<file path="src/rtl/srde_pkg.sv">
// shared constants and types of the signed radix digit emitter
package srde_pkg;

  localparam int unsigned VALUE_W   = 32;
  localparam int unsigned CELLS     = VALUE_W;
  localparam int unsigned DIGIT_W   = 4;
  localparam int unsigned CHAR_W    = 8;
  localparam int unsigned RADIX_W   = 5;
  localparam int unsigned ALPHA_W   = 128;
  localparam int unsigned ALPHA_N   = ALPHA_W / CHAR_W;
  localparam int unsigned CFG_W     = 64;
  localparam int unsigned CFG_IDX_W = 2;
  localparam int unsigned CNT_W     = 6;
  localparam int unsigned MAX_RADIX = 16;

  localparam logic [CHAR_W-1:0]  CH_MINUS = 8'h2D;
  localparam logic [CHAR_W-1:0]  CH_PLUS  = 8'h2B;

  localparam logic [RADIX_W-1:0] RST_DIGIT_COUNT = 5'd2;
  localparam logic [CFG_W-1:0]   RST_DIGITS_LOW  = 64'd12592;
  localparam logic [CFG_W-1:0]   RST_DIGITS_HIGH = 64'd0;

  typedef enum logic [CFG_IDX_W-1:0] {
    REG_DIGIT_COUNT = 2'd0,
    REG_DIGITS_LOW  = 2'd1,
    REG_DIGITS_HIGH = 2'd2
  } cfg_reg_e;

  typedef enum logic [4:0] {
    ST_IDLE = 5'b00001,
    ST_CONV = 5'b00010,
    ST_SKIP = 5'b00100,
    ST_SIGN = 5'b01000,
    ST_EMIT = 5'b10000
  } state_e;

  typedef struct packed {
    logic clear;
    logic shift;
  } cell_ctrl_t;

endpackage

</file>
<file path="src/rtl/srde_cell.sv">
// one digit cell: doubles its digit with carry in the conversion wave, shifts in emission
module srde_cell (
  input  logic                             clk_i,
  input  logic                             rst_ni,
  input  srde_pkg::cell_ctrl_t             ctrl_i,
  input  logic [srde_pkg::RADIX_W-1:0]     radix_i,
  input  logic                             en_i,
  input  logic                             carry_i,
  input  logic [srde_pkg::DIGIT_W-1:0]     digit_i,
  output logic [srde_pkg::DIGIT_W-1:0]     digit_o,
  output logic                             en_o,
  output logic                             carry_o
);

  logic [srde_pkg::DIGIT_W-1:0] digit_q, digit_d;
  logic                         en_q, en_d;
  logic                         carry_q, carry_d;
  logic [srde_pkg::RADIX_W-1:0] sum;
  logic [srde_pkg::RADIX_W-1:0] diff;
  logic                         ge;

  assign sum  = {digit_q, carry_i};
  assign ge   = sum >= radix_i;
  assign diff = sum - radix_i;

  always_comb begin
    digit_d = digit_q;
    en_d    = 1'b0;
    carry_d = 1'b0;
    if (ctrl_i.clear) begin
      digit_d = '0;
    end else if (ctrl_i.shift) begin
      digit_d = digit_i;
    end else if (en_i) begin
      en_d    = 1'b1;
      carry_d = ge;
      digit_d = ge ? diff[srde_pkg::DIGIT_W-1:0] : sum[srde_pkg::DIGIT_W-1:0];
    end
  end

  always_ff @(posedge clk_i or negedge rst_ni) begin
    if (!rst_ni) begin
      en_q    <= 1'b0;
      carry_q <= 1'b0;
    end else begin
      en_q    <= en_d;
      carry_q <= carry_d;
    end
  end

  always_ff @(posedge clk_i) begin
    digit_q <= digit_d;
  end

  assign digit_o = digit_q;
  assign en_o    = en_q;
  assign carry_o = carry_q;

endmodule

</file>
<file path="src/rtl/srde_alpha_check.sv">
// alphabet validity: radix range, forbidden characters, repeated characters
module srde_alpha_check (
  input  logic [srde_pkg::RADIX_W-1:0] count_i,
  input  logic [srde_pkg::ALPHA_W-1:0] alpha_i,
  output logic                         ok_o
);

  always_comb begin
    logic [srde_pkg::CHAR_W-1:0] c;
    ok_o = (count_i >= 5'd2) && (count_i <= 5'(srde_pkg::MAX_RADIX));
    for (int i = 0; i < srde_pkg::ALPHA_N; i++) begin
      c = alpha_i[i*srde_pkg::CHAR_W +: srde_pkg::CHAR_W];
      if (5'(i) < count_i) begin
        if (c == '0 || c == srde_pkg::CH_MINUS || c == srde_pkg::CH_PLUS) begin
          ok_o = 1'b0;
        end
        for (int j = i + 1; j < srde_pkg::ALPHA_N; j++) begin
          if (5'(j) < count_i &&
              alpha_i[j*srde_pkg::CHAR_W +: srde_pkg::CHAR_W] == c) begin
            ok_o = 1'b0;
          end
        end
      end
    end
  end

endmodule

</file>
<file path="src/rtl/signed_radix_digit_emitter_unit.sv">
// top level: signed integer to text in a configured base, one character per item
//
// usage
//   s_axis takes one signed 32-bit value per item; m_axis returns its text, most
//   significant digit first, a leading minus for negative values, tlast on the
//   final character. the cfg port writes digit_count, digits_low and digits_high
//   (indexes 0, 1, 2); write them only while the block is idle (not enforced).
// timing
//   a row of 32 digit cells doubles-and-adds the magnitude one bit per cycle;
//   the carry wave moves one cell per cycle. leading zero digits are then
//   shifted out at one per cycle, and the characters leave at one per cycle
//   while the receiver is ready. with an invalid alphabet the item is dropped
//   in its accept cycle.
// reset and stall
//   reset restores the binary alphabet "01" and empties the pipeline. a
//   stalled receiver holds the output register and freezes emission; the next
//   value is taken while the final character still waits.
module signed_radix_digit_emitter_unit (
  input  logic                              clk_i,
  input  logic                              rst_ni,
  input  logic                              cfg_we_i,
  input  logic [srde_pkg::CFG_IDX_W-1:0]    cfg_idx_i,
  input  logic [srde_pkg::CFG_W-1:0]        cfg_wdata_i,
  input  logic                              s_axis_tvalid,
  output logic                              s_axis_tready,
  input  logic [srde_pkg::VALUE_W-1:0]      s_axis_tdata,   // value
  output logic                              m_axis_tvalid,
  input  logic                              m_axis_tready,
  output logic [srde_pkg::CHAR_W-1:0]       m_axis_tdata,   // character
  output logic                              m_axis_tlast
);

  logic [srde_pkg::RADIX_W-1:0] count_q;
  logic [srde_pkg::CFG_W-1:0]   low_q;
  logic [srde_pkg::CFG_W-1:0]   high_q;
  logic [srde_pkg::ALPHA_W-1:0] alpha;
  logic                         alpha_ok;

  srde_pkg::state_e             state_q, state_d;
  logic [srde_pkg::CNT_W-1:0]   cnt_q, cnt_d;
  logic [srde_pkg::CNT_W-1:0]   rem_q, rem_d;
  logic [srde_pkg::VALUE_W-1:0] mag_q, mag_d;
  logic                         neg_q, neg_d;

  logic                         mvalid_q, mvalid_d;
  logic [srde_pkg::CHAR_W-1:0]  mdata_q, mdata_d;
  logic                         mlast_q, mlast_d;

  srde_pkg::cell_ctrl_t         cell_ctrl;
  logic [srde_pkg::DIGIT_W-1:0] digit [srde_pkg::CELLS];
  logic                         en    [srde_pkg::CELLS+1];
  logic                         carry [srde_pkg::CELLS+1];
  logic [srde_pkg::DIGIT_W-1:0] top_digit;
  logic [srde_pkg::CHAR_W-1:0]  top_char;
  logic                         s_acc;
  logic                         load;

  // configuration registers
  always_ff @(posedge clk_i or negedge rst_ni) begin
    if (!rst_ni) begin
      count_q <= srde_pkg::RST_DIGIT_COUNT;
      low_q   <= srde_pkg::RST_DIGITS_LOW;
      high_q  <= srde_pkg::RST_DIGITS_HIGH;
    end else if (cfg_we_i) begin
      case (cfg_idx_i)
        srde_pkg::REG_DIGIT_COUNT: count_q <= cfg_wdata_i[srde_pkg::RADIX_W-1:0];
        srde_pkg::REG_DIGITS_LOW:  low_q   <= cfg_wdata_i;
        srde_pkg::REG_DIGITS_HIGH: high_q  <= cfg_wdata_i;
        default: ;
      endcase
    end
  end

  assign alpha = {high_q, low_q};

  srde_alpha_check u_alpha (
    .count_i (count_q),
    .alpha_i (alpha),
    .ok_o    (alpha_ok)
  );

  // digit cell row
  assign en[0]    = (state_q == srde_pkg::ST_CONV) &&
                    (cnt_q < srde_pkg::CNT_W'(srde_pkg::CELLS));
  assign carry[0] = mag_q[srde_pkg::VALUE_W-1];

  for (genvar k = 0; k < srde_pkg::CELLS; k++) begin : g_cell
    logic [srde_pkg::DIGIT_W-1:0] digit_in;
    if (k == 0) begin : g_first
      assign digit_in = '0;
    end else begin : g_rest
      assign digit_in = digit[k-1];
    end
    srde_cell u_cell (
      .clk_i   (clk_i),
      .rst_ni  (rst_ni),
      .ctrl_i  (cell_ctrl),
      .radix_i (count_q),
      .en_i    (en[k]),
      .carry_i (carry[k]),
      .digit_i (digit_in),
      .digit_o (digit[k]),
      .en_o    (en[k+1]),
      .carry_o (carry[k+1])
    );
  end

  assign top_digit = digit[srde_pkg::CELLS-1];
  assign top_char  = alpha[{top_digit, 3'b000} +: srde_pkg::CHAR_W];

  assign s_axis_tready = (state_q == srde_pkg::ST_IDLE);
  assign s_acc         = s_axis_tvalid && s_axis_tready;
  assign load          = (state_q == srde_pkg::ST_SIGN || state_q == srde_pkg::ST_EMIT) &&
                         (!mvalid_q || m_axis_tready);

  always_comb begin
    state_d         = state_q;
    cnt_d           = cnt_q;
    rem_d           = rem_q;
    mag_d           = mag_q;
    neg_d           = neg_q;
    mvalid_d        = mvalid_q && !m_axis_tready;
    mdata_d         = mdata_q;
    mlast_d         = mlast_q;
    cell_ctrl.clear = 1'b0;
    cell_ctrl.shift = 1'b0;
    case (state_q)
      srde_pkg::ST_IDLE: begin
        if (s_acc && alpha_ok) begin
          neg_d           = s_axis_tdata[srde_pkg::VALUE_W-1];
          mag_d           = neg_d ? (srde_pkg::VALUE_W'(0) - s_axis_tdata) : s_axis_tdata;
          cnt_d           = '0;
          cell_ctrl.clear = 1'b1;
          state_d         = srde_pkg::ST_CONV;
        end
      end
      srde_pkg::ST_CONV: begin
        mag_d = {mag_q[srde_pkg::VALUE_W-2:0], 1'b0};
        cnt_d = cnt_q + 1'b1;
        if (cnt_q == srde_pkg::CNT_W'(2 * srde_pkg::CELLS - 2)) begin
          rem_d   = srde_pkg::CNT_W'(srde_pkg::CELLS);
          state_d = srde_pkg::ST_SKIP;
        end
      end
      srde_pkg::ST_SKIP: begin
        if (top_digit == '0 && rem_q > srde_pkg::CNT_W'(1)) begin
          cell_ctrl.shift = 1'b1;
          rem_d           = rem_q - 1'b1;
        end else begin
          state_d = neg_q ? srde_pkg::ST_SIGN : srde_pkg::ST_EMIT;
        end
      end
      srde_pkg::ST_SIGN: begin
        if (load) begin
          mvalid_d = 1'b1;
          mdata_d  = srde_pkg::CH_MINUS;
          mlast_d  = 1'b0;
          state_d  = srde_pkg::ST_EMIT;
        end
      end
      srde_pkg::ST_EMIT: begin
        if (load) begin
          mvalid_d        = 1'b1;
          mdata_d         = top_char;
          mlast_d         = (rem_q == srde_pkg::CNT_W'(1));
          cell_ctrl.shift = 1'b1;
          rem_d           = rem_q - 1'b1;
          if (rem_q == srde_pkg::CNT_W'(1)) begin
            state_d = srde_pkg::ST_IDLE;
          end
        end
      end
      default: begin
        state_d = srde_pkg::ST_IDLE;
      end
    endcase
  end

  always_ff @(posedge clk_i or negedge rst_ni) begin
    if (!rst_ni) begin
      state_q  <= srde_pkg::ST_IDLE;
      cnt_q    <= '0;
      rem_q    <= '0;
      mvalid_q <= 1'b0;
    end else begin
      state_q  <= state_d;
      cnt_q    <= cnt_d;
      rem_q    <= rem_d;
      mvalid_q <= mvalid_d;
    end
  end

  always_ff @(posedge clk_i) begin
    mag_q   <= mag_d;
    neg_q   <= neg_d;
    mdata_q <= mdata_d;
    mlast_q <= mlast_d;
  end

  assign m_axis_tvalid = mvalid_q;
  assign m_axis_tdata  = mdata_q;
  assign m_axis_tlast  = mlast_q;

endmodule

</file>
<file path="config.mk">
export PLATFORM = sky130hd
export DESIGN_NAME = signed_radix_digit_emitter_unit
export DESIGN_NICKNAME = d
export VERILOG_FILES = /design/src/rtl/srde_pkg.sv /design/src/rtl/srde_cell.sv /design/src/rtl/srde_alpha_check.sv /design/src/rtl/signed_radix_digit_emitter_unit.sv
export SDC_FILE = /design/constraint.sdc
export NUM_CORES = 2
export LEC_CHECK = 0
export BUFFER_PORTS_ARGS = -buffer_cell sky130_fd_sc_hd__buf_4
export CAP_MARGIN = 10
export CORE_ASPECT_RATIO = 0.6
export CORE_MARGIN = 8
export CORE_UTILIZATION = 45
export CTS_BUF_LIST = sky130_fd_sc_hd__clkbuf_2
export DETAILED_ROUTE_END_ITERATION = 7
export GPL_TIMING_DRIVEN = 0
export SYNTH_ARGS = -nofsm -noshare
export SYNTH_HDL_FRONTEND = slang
export SYNTH_SLANG_ARGS = --single-unit
</file>
<file path="constraint.sdc">
create_clock -name clk_i -period 5.3 [get_ports clk_i]
set_clock_uncertainty 0.15 [all_clocks]
set_input_delay 0.53 -clock clk_i [delete_from_list [all_inputs] [get_ports clk_i]]
set_output_delay 0.53 -clock clk_i [all_outputs]
set_load 0.01 [all_outputs]
</file>
# Word level (Yosys, flattened, before mapping)
# Cells that the tools add are included.
[totals]
register_bits = 383
in_bits = 103
output_inout_bits = 11
elab_cells = 1048
[classes]
n_eq_ne = 168
n_addsub = 35
shift = 1
n_lt_le_gt_ge = 52
reduce_logical = 225
muxes = 462
[op_table]
columns = ["op", "count"]
rows = [
  ["$eq 8x8->1", 120],
  ["$mux 4", 94],
  ["$mux 1", 346],
  ["$eq 8x6->1 const B", 32],
  ["$ge 5x5->1", 32],
  ["$logic_not 8->1", 16],
  ["$shiftx 128x8->8", 1],
  ["$sub 4x4->4", 32],
  ["$logic_and 1x1->1", 127],
  ["$reduce_bool 2->1", 33],
  ["$mux 32", 2],
  ["$pmux 32 s2", 1],
  ["$lt 4x5->1 const A", 8],
  ["$mux 5", 7],
  ["$logic_or 1x1->1", 34],
  ["$sub 1x32->32 const A", 1],
  ["$pmux 5 s5", 1],
  ["$mux 6", 4],
  ["$lt 3x5->1 const A", 4],
  ["$pmux 6 s3", 1],
  ["$mux 8", 2],
  ["$pmux 8 s2", 1],
  ["$pmux 6 s2", 1],
  ["$lt 1x5->1 const A", 2],
  ["other kinds (28)", 41],
]

# Longest topological paths before layout
[depth]
word_depth = 159
depth_mapped = 14
depth_no_buf = 11

# Cells and area by module
# From an unflattened synthesis, not the netlist that was laid out.
[unflattened]
hier_cells = 4221
hier_area_um2 = 38577.0
[by_module_without_submodules]
columns = ["mod", "cells_per_inst", "area_each_um2", "n_inst"]
rows = [
  ["srde_cell at g_cell[11].u_cell ...", 57, 506.7, 30],
  ["srde_alpha_check", 1744, 13280.2, 1],
  ["signed_radix_digit_emitter_unit", 659, 9143.8, 1],
  ["srde_cell at g_cell[0].u_cell ...", 54, 475.5, 2],
]

# Worst setup path before layout
# OpenSTA, ideal clock, no wires.
[synth_timing]
kind = "reg2reg"
startpoint = "reg count_q[1] in the netlist's numbering"
endpoint = "reg mag_q[0] in the netlist's numbering, enable pin"
required_time_ns = 4.775
setup_time_ns = 0.375
period_less_slack_ns = 4.629
t_arrival_ns = 4.104
path_slack_ns = 0.671
path_stages_with_launch = 12
cell_sequence = "dfstp_2 buf_6 inv_1 a31oi_1 a21oi_1 a221o_1 or4_1 nor4_1 and3_1 buf_4 buf_4 or2_2"
[synth_between]
elab_chain_len = 157
elab_cells_between_ends = 294
classes_between = "18 x order compare; 1 x eq/ne; 152 x mux; 123 x reduce/logical"
[synth_lines]
columns = ["element", "line", "text"]
rows = [
  ["start, declared", "signed_radix_digit_emitter_unit.sv:33", "logic [srde_pkg::RADIX_W-1:0] count_q;"],
  ["start signal, assigned", "signed_radix_digit_emitter_unit.sv:61", "count_q <= srde_pkg::RST_DIGIT_COUNT;"],
  ["start signal, assigned", "signed_radix_digit_emitter_unit.sv:66", "srde_pkg::REG_DIGIT_COUNT: count_q <= cfg_wdata_i[srde_pkg::RADIX_W-1:0];"],
  ["$ge 5x2->1 or $le 5x5->1 (tied branches)", "srde_alpha_check.sv:10", "ok_o = (count_i >= 5'd2) && (count_i <= 5'(srde_pkg::MAX_RADIX));"],
  ["$logic_and 1x1->1", "srde_alpha_check.sv:10", ""],
  ["$mux 1", "srde_alpha_check.sv:14", "if (c == '0 || c == srde_pkg::CH_MINUS || c == srde_pkg::CH_PLUS) begin"],
  ["$mux 1 (15 in a row)", "srde_alpha_check.sv:18", "if (5'(j) < count_i &&"],
  ["$mux 1", "srde_alpha_check.sv:13", "if (5'(i) < count_i) begin"],
  ["$mux 1", "srde_alpha_check.sv:14", ""],
  ["$mux 1 (14 in a row)", "srde_alpha_check.sv:18", ""],
  ["$mux 1", "srde_alpha_check.sv:13", ""],
  ["[114 not listed]", "-", ""],
  ["$mux 1", "srde_alpha_check.sv:14", ""],
  ["$mux 1", "srde_alpha_check.sv:18", ""],
  ["$mux 1", "srde_alpha_check.sv:13", ""],
  ["$mux 1", "srde_alpha_check.sv:14", ""],
  ["$mux 1 (*)", "srde_alpha_check.sv:13", ""],
  ["$logic_and 1x1->1 (*)", "signed_radix_digit_emitter_unit.sv:129", "if (s_acc && alpha_ok) begin"],
  ["$ne 2x1->1 (no line) (*)", "-", ""],
  ["$reduce_and 2->1 (no line) (*)", "-", ""],
  ["end signal, assigned", "signed_radix_digit_emitter_unit.sv:194", "mag_q <= mag_d;"],
  ["end, declared", "signed_radix_digit_emitter_unit.sv:42", "logic [srde_pkg::VALUE_W-1:0] mag_q, mag_d;"],
]
# Every way passes the cells marked *; elsewhere a longest branch is shown, timed or not.
# A chain may end at the register's enable or synchronous reset.

# Worst setup path after layout
[layout_timing]
startpoint = "reg count_q[2] in the netlist's numbering"
endpoint = "reg mag_q[25] in the netlist's numbering, enable pin"
# Same word-level chain as after synthesis.

==> run_summary.xml <==
<?xml version="1.0" encoding="UTF-8"?>
<metrics>
  <group name="detailed_routing">
    <metric name="drt_pre_antenna_iters" unit="">6</metric>
    <metric name="route.detailed.vias_per_inst" unit="">6.197</metric>
    <metric name="ant_nets" unit="">0</metric>
    <metric name="drt-wirelength-per-cell" unit="um">29.94</metric>
    <metric name="postRouteWirelength" unit="um">166800</metric>
    <metric name="routed-via-count" unit="">34525</metric>
    <metric name="initialDrtViolationCount" unit="">5330</metric>
    <metric name="remaining_drc_errors" unit="">0</metric>
  </group>
  <group name="power_and_ir_drop">
    <metric name="sequentialPowerShare" unit="%">22.5</metric>
    <metric name="worst_vdd_drop" unit="mV">0.2249</metric>
    <metric name="net_sw_power" unit="mW">9.588</metric>
    <metric name="power.density" unit="mW/mm2">457.9</metric>
    <metric name="internal_power" unit="mW">9.611</metric>
    <metric name="power_frac_clock" unit="%">12.7</metric>
    <metric name="power.share.switching" unit="%">49.94</metric>
    <metric name="leak_pwr" unit="nW">16.64</metric>
    <metric name="comb_power_share" unit="%">64.8</metric>
  </group>
  <group name="floorplanning">
    <metric name="pin_count" unit="">114</metric>
    <metric name="dieWidth" unit="um">380.9</metric>
    <metric name="die_span_in_y" unit="um">234.9</metric>
    <metric name="dieArea" unit="mm2">0.08947</metric>
    <metric name="placeableCoreArea" unit="mm2">0.07928</metric>
    <metric name="floorplan.initialDensity" unit="%">45.34</metric>
    <metric name="floorplan.rows" unit="">80</metric>
  </group>
  <group name="global_route">
    <metric name="number_of_global_route_vias_before_repair" unit="">32042</metric>
    <metric name="grt_usage" unit="%">35.39</metric>
    <metric name="grt_pass1_wl" unit="um">234800</metric>
    <metric name="grt_start_max_net_pins" unit="">96</metric>
    <metric name="overflow" unit="">0</metric>
    <metric name="grt_antenna_before_repair" unit="">14</metric>
  </group>
  <group name="outcome">
    <metric name="run_status" unit="">complete, but fails checks</metric>
    <metric name="violations" unit="">negative setup slack</metric>
  </group>
  <group name="sta">
    <metric name="final.period_utilization" unit="%">102.3</metric>
    <metric name="finalSetupViolCount" unit="">32</metric>
    <metric name="worst_pin_slew" unit="ns">1.428</metric>
    <metric name="maxSlewHeadroom" unit="%">4.795</metric>
    <metric name="final_tns_setup" unit="ns">-3.376</metric>
    <metric name="timing.final.max_slew_violations" unit="">0</metric>
    <metric name="fin_ws" unit="ns">-0.1207</metric>
    <metric name="maxClockFrequency" unit="MHz">184.5</metric>
    <metric name="post-route-min-period" unit="ns">5.421</metric>
    <metric name="setup_repair_after_global_routing_missed_its_margin" unit="">false</metric>
    <metric name="finalHoldViolations" unit="">0</metric>
  </group>
  <group name="critical_path">
    <metric name="worstPathRequired" unit="ns">6.16</metric>
    <metric name="cpMostUsedCell" unit="">sky130_fd_sc_hd__buf_4</metric>
    <metric name="critPathBufInv" unit="">5</metric>
    <metric name="critPathKind" unit="">flop to flop</metric>
    <metric name="worst_path_dominant_cell_family" unit="">compound AO/OA/AOI/OAI gates</metric>
    <metric name="critPathCaptureType" unit="">flop</metric>
    <metric name="timing.critical_path.cells" unit="">buf_4, inv_2, o31ai_2, buf_4, nand3_1, o41ai_1, a311oi_1, a31oi_1, a211oi_1, and3_1, buf_4, buf_4, or2_4</metric>
    <metric name="worst-endpoint-arrival" unit="ns">6.29</metric>
    <metric name="worst_path_max_delay_cell" unit="">sky130_fd_sc_hd__a311oi_1</metric>
    <metric name="critical_path_launch_point_type" unit="">flop</metric>
    <metric name="crit_path_max_incr_delay" unit="ns">0.89</metric>
    <metric name="path_max_fanout" unit="">32</metric>
  </group>
  <group name="cells_and_area">
    <metric name="syn2layout_area_growth" unit="%">16.65</metric>
    <metric name="final_layout_size_suffix_gt1_share" unit="%">17.13</metric>
    <metric name="finalNonFillerCells" unit="">5571</metric>
    <metric name="layout.nets" unit="">4711</metric>
  </group>
  <group name="clocking">
    <metric name="clk_path_buf_depth" unit="">3</metric>
    <metric name="worst_skew_pair.late_latency" unit="ns">1.53</metric>
    <metric name="tritoncts_num_sinks" unit="">383</metric>
    <metric name="tritoncts.num_buffers" unit="">98</metric>
    <metric name="clk_pin_slew_worst_paths" unit="ns">0.09</metric>
    <metric name="clock-root-buffer" unit="">sky130_fd_sc_hd__clkbuf_2</metric>
    <metric name="tritoncts_clock_tree" unit="">done</metric>
    <metric name="cts-htree-levels" unit="">3</metric>
  </group>
  <group name="logic_synthesis">
    <metric name="synthArstFlopShare" unit="%">55.61</metric>
    <metric name="syn_inst" unit="">3942</metric>
    <metric name="synth_simple_gate_area_share" unit="%">13.26</metric>
    <metric name="synth_edf_count" unit="">42</metric>
    <metric name="dominantRegCellSynth" unit="">sky130_fd_sc_hd__dfrtp_1</metric>
    <metric name="yosysWarningCount" unit="">0</metric>
    <metric name="synthesis.nets" unit="">4242</metric>
    <metric name="synth_compound_area_share" unit="%">8.998</metric>
    <metric name="post_synth_mux_area_share" unit="%">11.80</metric>
    <metric name="synth-xor-area-share" unit="%">26.12</metric>
    <metric name="flops_latches_synth" unit="">383</metric>
    <metric name="synth_cell_type_count" unit="">71</metric>
    <metric name="ys_seq_area_share" unit="%">25.49</metric>
    <metric name="synth_top_family_by_area" unit="">XOR/XNOR gates</metric>
    <metric name="synthesis.area" unit="mm2">0.03594</metric>
    <metric name="average_cell_area_after_synthesis" unit="um2">9.118</metric>
    <metric name="synth-adder-area-share" unit="%">7.526</metric>
  </group>
  <group name="placement">
    <metric name="dp_worst_setup_slack" unit="ns">-0.9630</metric>
    <metric name="port_buffers" unit="">113</metric>
    <metric name="globalplace.congestion" unit="">1.063</metric>
    <metric name="placedCellCount" unit="">5130</metric>
    <metric name="hpwlAfterDp" unit="um">116700</metric>
  </group>
  <group name="min_path">
    <metric name="min_path_type" unit="">input port to flop</metric>
  </group>
  <group name="run">
    <metric name="max-cap-violations" unit="">0</metric>
  </group>
</metrics>
[state kept, by name, summed over array words and instances, names as in the netlist]
signal and flops:
count_q 5, low_q 64, g_cell.u_cell.carry_o 31, rem_q 6, cnt_q 6, g_cell.u_cell.en_o 31, neg_q 1, state_q 5
m_axis_tvalid 1, m_axis_tdata 8, m_axis_tlast 1, mag_q 32, g_cell.u_cell.digit_o 128, high_q 64
[layout by cell type, fill, tap and decap left out, types with 105 or more instances in the layout]
cell type / synthesis / layout
sky130_fd_sc_hd__xor2_1: 561 / 561
sky130_fd_sc_hd__mux2_2: 133 / 133
sky130_fd_sc_hd__nor4_1: 131 / 128
sky130_fd_sc_hd__o21ai_0: 108 / 107
sky130_fd_sc_hd__dfxtp_1: 128 / 128
sky130_fd_sc_hd__ha_1: 165 / 165
sky130_fd_sc_hd__clkbuf_2: 0 / 154
sky130_fd_sc_hd__dfrtp_1: 206 / 205
sky130_fd_sc_hd__nand2_1: 163 / 163
sky130_fd_sc_hd__xnor2_1: 511 / 511
sky130_fd_sc_hd__nand4_1: 142 / 142
sky130_fd_sc_hd__buf_4: 14 / 129
sky130_fd_sc_hd__mux2i_1: 184 / 184
sky130_fd_sc_hd__dlygate4sd3_1: 0 / 242
sky130_fd_sc_hd__buf_2: 240 / 239
sky130_fd_sc_hd__inv_1: 107 / 105
sky130_fd_sc_hd__a21oi_1: 117 / 117
sky130_fd_sc_hd__nor2_1: 149 / 149
[repair_timing]
action / CTS / global route
cloned: 0 / 0
pin swaps: 0 / 0
hold endpoints to repair: 394 / 0
buffers inserted: 0 / 1
hold buffers: 243 / 0
setup endpoints to repair: 230 / 34
gates resized for setup: 8 / 11
[Yosys cell counts, drive strengths merged, types with 6 or more instances]
| cell type | count | area share [%] |
|---|---|---|
| nand4 | 142 | 2.5 |
| dfrtp | 206 | 14 |
| a211o | 65 | 1.6 |
| a211oi | 62 | 1.3 |
| clkbuf | 104 | 1.1 |
| edfxtp | 42 | 3.5 |
| nor2 | 150 | 1.6 |
| nor4 | 132 | 2.3 |
| nand2 | 163 | 1.7 |
| a21oi | 120 | 1.7 |
| or2 | 13 | 0.23 |
| buf | 321 | 4.6 |
| a31oi | 13 | 0.24 |
| o31ai | 11 | 0.23 |
| or4 | 25 | 0.52 |
| xnor2 | 511 | 12 |
| a21o | 34 | 0.71 |
| nand2b | 34 | 0.59 |
| dfstp | 7 | 0.51 |
| mux4 | 40 | 2.5 |
| mux2 | 133 | 4.2 |
| nor3b | 31 | 0.65 |
| nor3 | 101 | 1.4 |
| fa | 32 | 1.8 |
| inv | 109 | 1.1 |
| nand3 | 90 | 1.3 |
| xor2 | 561 | 14 |
| o21ai | 110 | 1.5 |
| and3 | 7 | 0.12 |
| nor2b | 7 | 0.12 |
| o311ai | 6 | 0.15 |
| o41ai | 12 | 0.29 |
| a21boi | 33 | 0.69 |
| mux2i | 184 | 5.1 |
| dfxtp | 128 | 7.1 |
| ha | 165 | 5.7 |
[stage by stage]
stage	power, mW	hold slack, ns	cell area, um2	util (%)
CTS	18.64	0.03596	41800	52.72
detailed placement	16.02	0.2497	38330	48.35
finish	19.20	0.1188	41930	52.89
global route	20.10	0.05267	41910	52.86
floorplan	12.60	0.08441	35940	-
global placement	15.86	0.3192	38130	48.09
[layer usage]
| metal | part of all wire (%) | up-vias | global-route usage (%) |
|---|---|---|---|
| met5 | 0.17 | - | 0.8710 |
| met4 | 3.4 | 14 | 10.81 |
| met3 | 17 | 444 | 19.25 |
| met2 | 34 | 2617 | 41.72 |
| met1 | 45 | 16771 | 52.59 |
| li1 | - | 14679 | - |
[worst reg2reg max path, delay by kind of cell, from the launching register on]
kind                   cells  cell delay (ns)
AO/OA/AOI/OAI              5             2.02
buffers and inverters      5             1.57
AND/OR/NAND/NOR            3             0.79
flip-flops                 1             0.51
[final timing paths]
check | end | slack (ns) | from | depth (start not counted)
worst max-delay path | mag_q[25] | -0.12 | count_q[2] | 13
worst min-delay path | count_q[4] | 0.12 | cfg_we_i | 5
worst max register to register | mag_q[25] | -0.12 | count_q[2] | 13
worst min register to register | g_cell[14].u_cell.digit_o[3] | 0.32 | g_cell[13].u_cell.digit_o[3] | 2
max in group asynchronous | g_cell[5].u_cell.en_o | 3.55 | rst_ni | 6
min in group asynchronous | high_q[22] | 0.58 | rst_ni | 5
[cell type report]
type,instances,area (um2)
antenna,16,40.04
multi-input combinational,3025,24430
clock buffer,152,760.7
timing repair buffer,369,3518
buffer,425,2046
fill,7356,37350
inverter,109,409.1
tap,1066,1334
sequential,383,9168
clock inverter,26,222.7
[cell families after synthesis]
family | count (synthesis)
AOI/OAI and AO/OA | 490
xor gates and xnor gates | 1072
adders and majority gates | 197
muxes | 357
and+or+nand+nor | 909
DFF | 383
buffers and inverters | 534
[power by group through the flow]
| stage | combinational [mW] | sequential (mW) | clock, mW |
|---|---|---|---|
| finish | 12.4 | 4.32 | 2.43 |
| global placement | 11.4 | 4.43 | 0 |
| detailed placement | 11.7 | 4.36 | 0 |
| CTS | 11.9 | 4.30 | 2.46 |
| global route | 13.1 | 4.41 | 2.61 |
| floorplan | 8.45 | 4.15 | 0 |
(Power assumes the default switching activity.)
